### src/rtl/sfd_pkg.sv
package sfd_pkg;

    localparam int unsigned COORD_W  = 32;
    localparam int unsigned MAG_W    = 32;
    localparam int unsigned RAD_W    = 66;
    localparam int unsigned ROOT_W   = 33;
    localparam int unsigned SQ_REM_W = 35;
    localparam int unsigned STR_W    = 34;
    localparam int unsigned M_W      = 48;
    localparam int unsigned U_W      = 31;
    localparam int unsigned DV_REM_W = 34;
    localparam int unsigned C_W      = 49;
    localparam int unsigned F_W      = 50;
    localparam int unsigned CFG_IDX_W = 8;
    localparam int unsigned NUM_AXES  = 3;

    localparam logic [CFG_IDX_W-1:0] CFG_STIFFNESS   = 8'd0;
    localparam logic [CFG_IDX_W-1:0] CFG_REST_LENGTH = 8'd1;

    localparam logic signed [F_W-1:0] SAT_MAX = 50'sh0_7FFF_FFFF;
    localparam logic signed [F_W-1:0] SAT_MIN = -50'sh0_8000_0000;

    // Data that rides along the square root chain.
    typedef struct packed {
        logic [NUM_AXES-1:0][MAG_W-1:0] mag;
        logic [NUM_AXES-1:0]            dneg;
    } t_sq_side;

    // Data that rides along the division chain.
    typedef struct packed {
        logic [ROOT_W-1:0]        len;
        logic [M_W-1:0]           m;
        logic signed [STR_W-1:0]  s;
        logic [NUM_AXES-1:0]      dneg;
    } t_dv_side;

    typedef struct packed {
        logic signed [COORD_W-1:0] first_force_x;
        logic signed [COORD_W-1:0] first_force_y;
        logic signed [COORD_W-1:0] first_force_z;
        logic signed [COORD_W-1:0] second_force_x;
        logic signed [COORD_W-1:0] second_force_y;
        logic signed [COORD_W-1:0] second_force_z;
        logic signed [COORD_W-1:0] stretch;
    } t_result;

    function automatic logic signed [COORD_W-1:0] sat32(input logic signed [F_W-1:0] v);
        logic signed [COORD_W-1:0] r;
        if (v > SAT_MAX) begin
            r = 32'sh7FFF_FFFF;
        end else if (v < SAT_MIN) begin
            r = 32'sh8000_0000;
        end else begin
            r = v[COORD_W-1:0];
        end
        return r;
    endfunction

endpackage

### src/rtl/sfd_div_cell.sv
module sfd_div_cell import sfd_pkg::*; #(
    parameter int IDX = 0
) (
    input  logic                               i_clk,
    input  logic                               i_rst_n,
    input  logic                               i_en,
    input  logic                               i_valid,
    input  logic [NUM_AXES-1:0][DV_REM_W-1:0]  i_rem,
    input  logic [NUM_AXES-1:0][U_W-1:0]       i_quot,
    input  t_dv_side                           i_side,
    output logic                               o_valid,
    output logic [NUM_AXES-1:0][DV_REM_W-1:0]  o_rem,
    output logic [NUM_AXES-1:0][U_W-1:0]       o_quot,
    output t_dv_side                           o_side
);

    localparam bit FIRST = (IDX == U_W - 1);

    logic [DV_REM_W:0]                  w_t;
    logic [DV_REM_W:0]                  w_d;
    logic [NUM_AXES-1:0][DV_REM_W-1:0]  n_rem;
    logic [NUM_AXES-1:0][U_W-1:0]       n_quot;
    logic                               r_valid;
    logic [NUM_AXES-1:0][DV_REM_W-1:0]  r_rem;
    logic [NUM_AXES-1:0][U_W-1:0]       r_quot;
    t_dv_side                           r_side;

    // The first cell sees the plain magnitude, which never exceeds the length.
    always_comb begin
        w_t    = '0;
        w_d    = '0;
        n_rem  = i_rem;
        n_quot = i_quot;
        for (int a = 0; a < NUM_AXES; a++) begin
            w_t = FIRST ? {1'b0, i_rem[a]} : {i_rem[a], 1'b0};
            w_d = w_t - {2'b00, i_side.len};
            if (w_t >= {2'b00, i_side.len}) begin
                n_rem[a]       = w_d[DV_REM_W-1:0];
                n_quot[a][IDX] = 1'b1;
            end else begin
                n_rem[a]       = w_t[DV_REM_W-1:0];
                n_quot[a][IDX] = 1'b0;
            end
        end
    end

    always_ff @(posedge i_clk) begin
        if (!i_rst_n) begin
            r_valid <= 1'b0;
        end else if (i_en) begin
            r_valid <= i_valid;
        end
    end

    always_ff @(posedge i_clk) begin
        if (i_en) begin
            r_rem  <= n_rem;
            r_quot <= n_quot;
            r_side <= i_side;
        end
    end

    assign o_valid = r_valid;
    assign o_rem   = r_rem;
    assign o_quot  = r_quot;
    assign o_side  = r_side;

endmodule

### config.mk
export PLATFORM = sky130hd
export DESIGN_NAME = sfd_div_cell
export DESIGN_NICKNAME = d
export VERILOG_FILES = /design/src/rtl/sfd_pkg.sv /design/src/rtl/sfd_div_cell.sv
export SDC_FILE = /design/constraint.sdc
export NUM_CORES = 1
export LEC_CHECK = 0
export BUFFER_PORTS_ARGS = -buffer_cell sky130_fd_sc_hd__buf_2
export CAP_MARGIN = 20
export CORE_AREA = 4 4 241 243
export DETAILED_ROUTE_END_ITERATION = 12
export DIE_AREA = 0 0 245 247
export SLEW_MARGIN = 10
export SYNTH_ARGS = -nofsm -noshare
export SYNTH_HDL_FRONTEND = slang
export SYNTH_SLANG_ARGS = --single-unit
### constraint.sdc
create_clock -name i_clk -period 8.2 [get_ports i_clk]
set_clock_uncertainty 0.1 [all_clocks]
set_input_delay 1.64 -clock i_clk [delete_from_list [all_inputs] [get_ports i_clk]]
set_output_delay 1.64 -clock i_clk [all_outputs]
set_load 0.05 [all_outputs]
==> metrics.txt <==
layout cells sized above 1 0.360; Initial Util 0.296; CTS Root Cell clkbuf_16; Placer Congestion 0.916; post-route setup TNS 0 ns; Die Y around 250 um; reg2reg setup slack 7.45 ns; vias in the first global route 13800; period utilisation layout 0.636; Die ar. ~0.061 mm^2; Hold Crit Depth 2; H-tree lvl count 2; # port buffers roughly 630; DRC viols 0; Post-CTS Hold Fix Bufs 0; min Tclk post-route roughly 5.2 ns; ys async rst share 0; Layout Nets 2418; CTS Sinks 314; Worst setup EP type flip-flop; worst slew pin tran 0.958 ns; routed wire length 72.7 mm; gr ovfl total 0; Commonest cells post-synth edfxtp_1 (313), a21oi_1 (138), ha_1 (99), nor2_1 (93), nand2_1 (86); core footprint 0.0560 mm^2; first-pass GRT wire length 99.2 mm; GRT Total Usage 0.228; # resized after CTS 0; Initial DRC Count 913; terminus of the critical flop-to-flop path o_valid; Slowest cell on crit path a21o_1; power per cell area between 200 and 250 mW/mm^2; Post-DRT Antenna Nets 0; sequential fraction of the synthesis area 0.569; warnings from Yosys 0; critical path launch point type input port; Post-Route Utilization 0.388; Maximum Capacitance Violations 0; via count 14000; FILL cells approximately 5600; Fmax 192 MHz; Synth area leaders edfxtp_1 (57%), ha_1 (7.5%), a21oi_1 (4.2%); crit-path max cell delay 0.71 ns; Post-synth EDFFs 313; FF+latch count, synth 314; Worst R2R Path Depth 2; highest net fanout along the worst path 27; Syn Nets 1795; worst skew pair latency 0.56 ns; reg2reg start o_valid; Core Rows 87; run status finished clean; WP data required 8.40 ns; design area 0.0217 mm^2; dominant cell by count in the synthesized netlist edfxtp_1; Setup Viol. Count Final 0; IO Pins 631; Max IR drop VDD 180 uV; max-slew violation count 0; largest net degree at the start of global routing 133; clock buffer depth 3; Gate Count Post-Synth 1376; syn avg cell area 12.0 um^2; HP Start o_valid; initial antenna violation count 38; Inserted Clock Buffers just over 40; DP Area 0.0204 mm^2; Worst EP arrival 5.42 ns; Initial DRT Pass Iterations 5; max_slew headroom 0.361; RSZ-0062 raised after global routing no; area growth from synthesis to layout 31.3%; Die Wd 245 um; most used cell, CP inv_1; post-synth top area share 0.568; CP Class in -> reg; Fin. Hold Viols 0; Via-to-Cell Ratio ~5; Hold WC Path Type reg -> reg; WL/cell around 26 um; post-CTS setup buffer count 0; leading area contributor after synthesis edfxtp_1; prevailing post-synth register cell edfxtp_1; leakage 9.43 nW; CTS tree built; library cells used by synthesis 78; WHS Endpoint o_valid; DP HPWL approximately 59 mm; mapped cell area 0.0165 mm^2; crit-path cells buf_2, inv_1, ha_1, nor2b_1, o31ai_2, a21oi_1, a32o_1, o31ai_1, a21o_1, inv_1, buf_4, mux2_2; clk slew on worst S/H paths 0.06 ns
==> kinds of logic after synthesis <==
kind of cell	count (synthesis)	share of synthesized area
AOI/OAI and AO/OA	404	0.156
xor gates and xnor gates	82	0.0434
adders and majority gates	102	0.0785
buffers and inverters	111	0.0306
DFF	314	0.569
muxes	41	0.0276
and+or+nand+nor	322	0.0949
==> metal layers <==
layer	up-vias	global-route usage	wire length [um]
met4	50	0.0609	2280
met2	533	0.421	37400
li1	6490	-	-
met3	141	0.0927	7020
met1	6772	0.239	25700
met5	-	0	311
==> registers in the layout, summed over array words and instances, names as in the netlist <==
| name | count |
|---|---|
| o_rem | 102 |
| o_valid | 1 |
| o_side | 118 |
| o_quot | 93 |
==> critical path, delay by kind of cell <==
kind | cells | cell delay, ns
muxes | 1 | 0.31
adders and majority gates | 1 | 0.33
buffers and inverters | 4 | 1.18
and+or+nand+nor | 1 | 0.15
AOI/OAI and AO/OA | 5 | 1.79
==> worst max path at each step <==
stage | endpoint | cells past startpoint | from | slack (ns)
after floorplan | o_rem[66] | 10 | i_side[85] | 4.03
after global placement | o_rem[74] | 12 | i_side[86] | 2.46
after detailed placement | o_rem[74] | 12 | i_side[86] | 2.39
after CTS | o_rem[74] | 12 | i_side[86] | 2.99
after global routing | o_rem[74] | 12 | i_side[86] | 2.75
final | o_rem[74] | 12 | i_side[86] | 2.98
==> area by class of cell <==
type	instances	area, um^2	share of cell area
sequential	314	9420	0.434
clock buffer	47	1050	0.0483
clock inverter	26	251	0.0116
inverter	60	225	0.0104
timing repair buffer	631	3190	0.147
multi-input combinational	951	6620	0.305
antenna	10	25.0	0.00115
tap	756	946	0.0435
==> metrics by stage <==
stage          worst slack [ns]  cells  hold WS, ns  total power [mW]
2_1_floorplan              4.03   1376        0.643              3.16
3_3_place_gp               2.46   2712        0.422              3.65
3_5_place_dp               2.39   2712        0.456              3.65
4_1_cts                    2.99   2785        0.472              5.45
5_1_grt                    2.75   2785        0.479              5.62
6_report                   2.98   2795        0.474              5.38
==> cell usage in the layout, fill, tap and decap left out, types with 6 or more instances in the layout <==
cell type / count
xnor2_1: 47
clkbuf_1: 6
mux2_2: 15
or3_1: 10
a21oi_1: 138
clkinv_1: 6
o21bai_1: 17
o211ai_1: 8
a21boi_0: 7
nand3_1: 24
nand4_1: 29
and3_1: 14
xor2_1: 35
and4_1: 8
a211oi_1: 10
diode_2: 10
clkinv_2: 7
a31o_2: 6
o21ai_0: 64
inv_1: 58
nor2_1: 93
o21ai_1: 18
nor3_1: 16
nor2b_1: 6
ha_1: 99
o31ai_1: 7
clkbuf_16: 41
mux2_1: 22
nand2b_1: 13
a31oi_1: 14
o21a_1: 10
nand2_1: 86
edfxtp_1: 313
a21o_1: 64
buf_2: 626
==> where the power goes <==
| group | switching (mW) | internal (mW) | leakage [nW] |
|---|---|---|---|
| Clock | 0.717 | 1.05 | 0.628 |
| Sequential | 0.0523 | 1.98 | 3.07 |
| Combinational | 1.17 | 0.416 | 5.73 |
No activity file was read; power rests on OpenSTA's default activity.
