--- src/rtl/sfd_pkg.sv ---
package sfd_pkg;

    localparam int unsigned COORD_W  = 32;
    localparam int unsigned MAG_W    = 32;
    localparam int unsigned RAD_W    = 66;
    localparam int unsigned ROOT_W   = 33;
    localparam int unsigned SQ_REM_W = 35;
    localparam int unsigned STR_W    = 34;
    localparam int unsigned M_W      = 48;
    localparam int unsigned U_W      = 31;
    localparam int unsigned DV_REM_W = 34;
    localparam int unsigned C_W      = 49;
    localparam int unsigned F_W      = 50;
    localparam int unsigned CFG_IDX_W = 8;
    localparam int unsigned NUM_AXES  = 3;

    localparam logic [CFG_IDX_W-1:0] CFG_STIFFNESS   = 8'd0;
    localparam logic [CFG_IDX_W-1:0] CFG_REST_LENGTH = 8'd1;

    localparam logic signed [F_W-1:0] SAT_MAX = 50'sh0_7FFF_FFFF;
    localparam logic signed [F_W-1:0] SAT_MIN = -50'sh0_8000_0000;

    // Data that rides along the square root chain.
    typedef struct packed {
        logic [NUM_AXES-1:0][MAG_W-1:0] mag;
        logic [NUM_AXES-1:0]            dneg;
    } t_sq_side;

    // Data that rides along the division chain.
    typedef struct packed {
        logic [ROOT_W-1:0]        len;
        logic [M_W-1:0]           m;
        logic signed [STR_W-1:0]  s;
        logic [NUM_AXES-1:0]      dneg;
    } t_dv_side;

    typedef struct packed {
        logic signed [COORD_W-1:0] first_force_x;
        logic signed [COORD_W-1:0] first_force_y;
        logic signed [COORD_W-1:0] first_force_z;
        logic signed [COORD_W-1:0] second_force_x;
        logic signed [COORD_W-1:0] second_force_y;
        logic signed [COORD_W-1:0] second_force_z;
        logic signed [COORD_W-1:0] stretch;
    } t_result;

    function automatic logic signed [COORD_W-1:0] sat32(input logic signed [F_W-1:0] v);
        logic signed [COORD_W-1:0] r;
        if (v > SAT_MAX) begin
            r = 32'sh7FFF_FFFF;
        end else if (v < SAT_MIN) begin
            r = 32'sh8000_0000;
        end else begin
            r = v[COORD_W-1:0];
        end
        return r;
    endfunction

endpackage

--- src/rtl/sfd_sqrt_cell.sv ---
module sfd_sqrt_cell import sfd_pkg::*; #(
    parameter int IDX = 0
) (
    input  logic                i_clk,
    input  logic                i_rst_n,
    input  logic                i_en,
    input  logic                i_valid,
    input  logic [RAD_W-1:0]    i_rad,
    input  logic [SQ_REM_W-1:0] i_rem,
    input  logic [ROOT_W-1:0]   i_root,
    input  t_sq_side            i_side,
    output logic                o_valid,
    output logic [RAD_W-1:0]    o_rad,
    output logic [SQ_REM_W-1:0] o_rem,
    output logic [ROOT_W-1:0]   o_root,
    output t_sq_side            o_side
);

    logic [SQ_REM_W+1:0] w_shift;
    logic [SQ_REM_W+1:0] w_trial;
    logic                w_ge;
    logic [SQ_REM_W+1:0] w_diff;
    logic [SQ_REM_W-1:0] n_rem;
    logic [ROOT_W-1:0]   n_root;
    logic                r_valid;
    logic [RAD_W-1:0]    r_rad;
    logic [SQ_REM_W-1:0] r_rem;
    logic [ROOT_W-1:0]   r_root;
    t_sq_side            r_side;

    // One restoring step: bring down the next bit pair and try root*4+1.
    always_comb begin
        w_shift = {i_rem, i_rad[2*IDX+1 -: 2]};
        w_trial = {2'b00, i_root, 2'b01};
        w_ge    = (w_shift >= w_trial);
        w_diff  = w_shift - w_trial;
        n_rem   = w_ge ? w_diff[SQ_REM_W-1:0] : w_shift[SQ_REM_W-1:0];
        n_root  = {i_root[ROOT_W-2:0], w_ge};
    end

    always_ff @(posedge i_clk) begin
        if (!i_rst_n) begin
            r_valid <= 1'b0;
        end else if (i_en) begin
            r_valid <= i_valid;
        end
    end

    always_ff @(posedge i_clk) begin
        if (i_en) begin
            r_rad  <= i_rad;
            r_rem  <= n_rem;
            r_root <= n_root;
            r_side <= i_side;
        end
    end

    assign o_valid = r_valid;
    assign o_rad   = r_rad;
    assign o_rem   = r_rem;
    assign o_root  = r_root;
    assign o_side  = r_side;

endmodule

--- config.mk ---
export PLATFORM = sky130hd
export DESIGN_NAME = sfd_sqrt_cell
export DESIGN_NICKNAME = d
export VERILOG_FILES = /design/src/rtl/sfd_pkg.sv /design/src/rtl/sfd_sqrt_cell.sv
export SDC_FILE = /design/constraint.sdc
export NUM_CORES = 1
export LEC_CHECK = 0
export BUFFER_PORTS_ARGS = -buffer_cell sky130_fd_sc_hd__clkbuf_2
export CAP_MARGIN = 30
export CORE_AREA = 2 2 184 186
export DETAILED_ROUTE_END_ITERATION = 10
export DIE_AREA = 0 0 186 188
export GPL_TIMING_DRIVEN = 0
export HOLD_SLACK_MARGIN = 0.1
export PLACE_DENSITY = 0.58
export SYNTH_ARGS = -nofsm -noshare
export SYNTH_HDL_FRONTEND = slang
export SYNTH_SLANG_ARGS = --single-unit
--- constraint.sdc ---
create_clock -name i_clk -period 4 [get_ports i_clk]
set_input_delay 0.8 -clock i_clk [delete_from_list [all_inputs] [get_ports i_clk]]
set_output_delay 0.8 -clock i_clk [all_outputs]
set_load 0.005 [all_outputs]
==> out/metrics.csv <==
metric,value,unit
cts_buffer_depth,3,
path_clk_slew,0.07,ns
cp_max_fo,7,
dp_hpwl,24900,microns
drt_wl_total,31300,microns
drive_above_1_share,0.466,
numPortBuffers,470,
critPathKind,input pin to flop,
powerDensity,486,mW/mm^2
hold_path.class,input pin to flop,
cp-end-kind,flop,
finalMaxSlewViolations,0,
seqPwrFrac,0.471,
worst_ep_required_time,4.27,ns
finalCriticalPeriod,3.44,ns
start_util,0.283,
drc,0,
dpl-instance-area,0.0123,sq mm
async_flop_share,0,
ant_nets,0,
die_w,186,microns
boundaryPins,471,
p_switching,1.56,mW
grt_usage,0.169,
setup_tns,0,ns
ys_seq_area_frac,0.749,
post_drt_via_cell_ratio,4.41,
postCtsSetupBuffers,0,
clock-sinks,234,
leakage,5.89,nW
cts_hold_buf,0,
cts_root_buf,clkbuf_16,
max_freq,291,MHz
arrival,3.71,ns
reg2reg_slack,3.38,ns
relSlewSlack,0.476,
insertion_delay,0.52,ns
wl_per_cell,19.8,microns
yosysWarnings,0,
synth_fp_nets,882,
dieArea,0.0350,sq mm
rsz0062_at_grt,false,
fin_ws,0.563,ns
drtIter0Drc,318,
num_vias,6963,
finalHoldViolations,0,
cap_viol_max_count,0,
synthCells,610,
fin_worst_skew,0,ns
fin_crit_sh,0.859,
dp_slack,-0.0417,ns
clkPwrFrac,0.386,
start_kind,input pin,
ys_types,46,
utilization,0.400,
detail_route.first_pass.iterations,6,
synth-edff-count,233,
ir_worst_vdd,0.249,mV
ctsResizeCount,0,
run_status,finished clean,
syn-cell-area,0.00937,sq mm
cts_tree,done,
row_count,67,
syn_to_final_growth,41.4,%
ys.flop_type,edfxtp_1,
first_global_vias,6926,
cts_buffers,27,
grt_max_degree,115,
finalSetupViolCount,0,
synth.avg_cell_area,15.4,sq um
h-tree-depth,1,
ys_seq_elements,234,
final_area,0.0132,sq mm
nets,1383,
combPwrFrac,0.143,
switching_share,0.243,
fp.coreArea,0.0331,sq mm
internal_power,4.87,mW
fillers,3174,
gr-total-overflow,0,
gp_congestion,0.856,
total_power,6.44,mW
grt_pass1_wl,43700,microns
die_h,188,microns
worst_pin_slew,0.782,ns
antenna_found_initial,5,
-- stage by stage --
step / instances / hold slack, ns
6_report: 1579 / 0.437
5_1_grt: 1579 / 0.407
2_1_floorplan: 610 / 0.507
3_3_place_gp: 1528 / 0.536
3_5_place_dp: 1530 / 0.533
4_1_cts: 1578 / 0.406
-- flip-flops by register name, indices dropped and copies added (netlist names) --
name and count:
o_rad 66, o_rem 35, o_root 33, o_side 99, o_valid 1
-- layout by cell type (no fill, tap or decap), types with 3 or more instances in the layout --
master and count:
o21bai_1 6, clkinv_2 4, o31ai_1 3, o21ai_1 29, o21ai_0 13, clkbuf_2 469
or3_1 3, and3_1 4, o21a_1 4, xor2_1 17, a21o_1 19, edfxtp_1 233
clkbuf_16 27, bufinv_16 4, nand2_1 59, nor2_1 21, buf_6 4, inv_1 43
ha_1 35, a211oi_1 3, nand4_1 5, xnor2_1 16, a21oi_1 37, nor3_1 5
o211ai_1 6, clkbuf_1 10, clkinvlp_4 3, nand3_1 8
-- power groups by stage --
stage	Sequential [mW]	Combinational [mW]	Clock [mW]
finish	3.03	0.921	2.48
global route	3.05	1.01	2.66
CTS	3.03	0.938	2.57
detailed placement	3.08	0.930	0
global placement	3.10	0.916	0
floorplan	3.11	0.340	0
-- Yosys cell counts, types with 2 or more instances --
| master | n | area share |
|---|---|---|
| nand4_1 | 5 | 0.0033 |
| o31a_1 | 2 | 0.0019 |
| edfxtp_1 | 233 | 0.75 |
| o21a_1 | 4 | 0.0032 |
| and3_1 | 4 | 0.0027 |
| buf_6 | 4 | 0.0048 |
| a21oi_1 | 37 | 0.020 |
| nand2b_1 | 2 | 0.0013 |
| o21bai_1 | 6 | 0.0048 |
| ha_1 | 35 | 0.047 |
| clkbuf_1 | 6 | 0.0024 |
| o21ai_0 | 13 | 0.0069 |
| a21o_1 | 19 | 0.015 |
| nor4_1 | 2 | 0.0013 |
| nor3_1 | 5 | 0.0027 |
| inv_1 | 43 | 0.017 |
| o21ai_1 | 29 | 0.015 |
| xor2_1 | 17 | 0.016 |
| a31o_2 | 2 | 0.0019 |
| or3_1 | 3 | 0.0020 |
| buf_2 | 2 | 0.0011 |
| nand3_1 | 8 | 0.0043 |
| a31oi_1 | 2 | 0.0013 |
| nor2_1 | 21 | 0.0084 |
| o31ai_1 | 3 | 0.0024 |
| mux2i_1 | 2 | 0.0021 |
| a211oi_1 | 3 | 0.0024 |
| xnor2_1 | 16 | 0.015 |
| o211ai_1 | 6 | 0.0048 |
| nor2b_1 | 2 | 0.0013 |
| nand2_1 | 59 | 0.024 |
-- area by class of cell --
class	count	area [sq um]	share of cell area
Multi-Input combinational cell	321	2110	0.160
Tap cell	448	561	0.0423
Clock inverter	17	205	0.0155
Clock buffer	31	691	0.0521
Antenna cell	1	2.50	0.000189
Inverter	43	161	0.0122
Timing Repair Buffer	472	2420	0.182
Buffer	12	77.6	0.00586
Sequential cell	234	7020	0.530
-- kinds of logic after synthesis --
kind of cell | share of synthesized area
xor gates and xnor gates | 0.0308
muxes | 0.00374
adders and majority gates | 0.0467
and+or+nand+nor | 0.0534
AOI/OAI and AO/OA | 0.0908
DFF | 0.749
buffers and inverters | 0.0255
-- worst paths after layout --
path / start / to / cells after the start
worst min register to register: o_valid / o_valid / 2
worst min-delay path: i_side[84] / o_side[84] / 1
worst max register to register: o_valid / o_valid / 2
worst max-delay path: i_root[9] / o_rem[28] / 12
-- layer usage --
| metal | share of wire | GRT usage | vias to the layer above |
|---|---|---|---|
| li1 | - | - | 3299 |
| met4 | 0.044 | 0.0827 | 6 |
| met2 | 0.48 | 0.286 | 295 |
| met1 | 0.37 | 0.189 | 3291 |
| met5 | 0.0011 | 0 | - |
| met3 | 0.10 | 0.0583 | 72 |
-- worst max-delay path, cell delays in order --
cell and delay, ns:
clkbuf_2 0.10, inv_1 0.04, ha_1 0.26, buf_2 0.19, nand2_1 0.10, or3_1 0.42, o211ai_1 0.66, a21oi_1 0.27
o21ai_0 0.45, a31oi_1 0.17, xor2_1 0.16, o21ai_1 0.08
No activity file was read; power rests on OpenSTA's default activity.
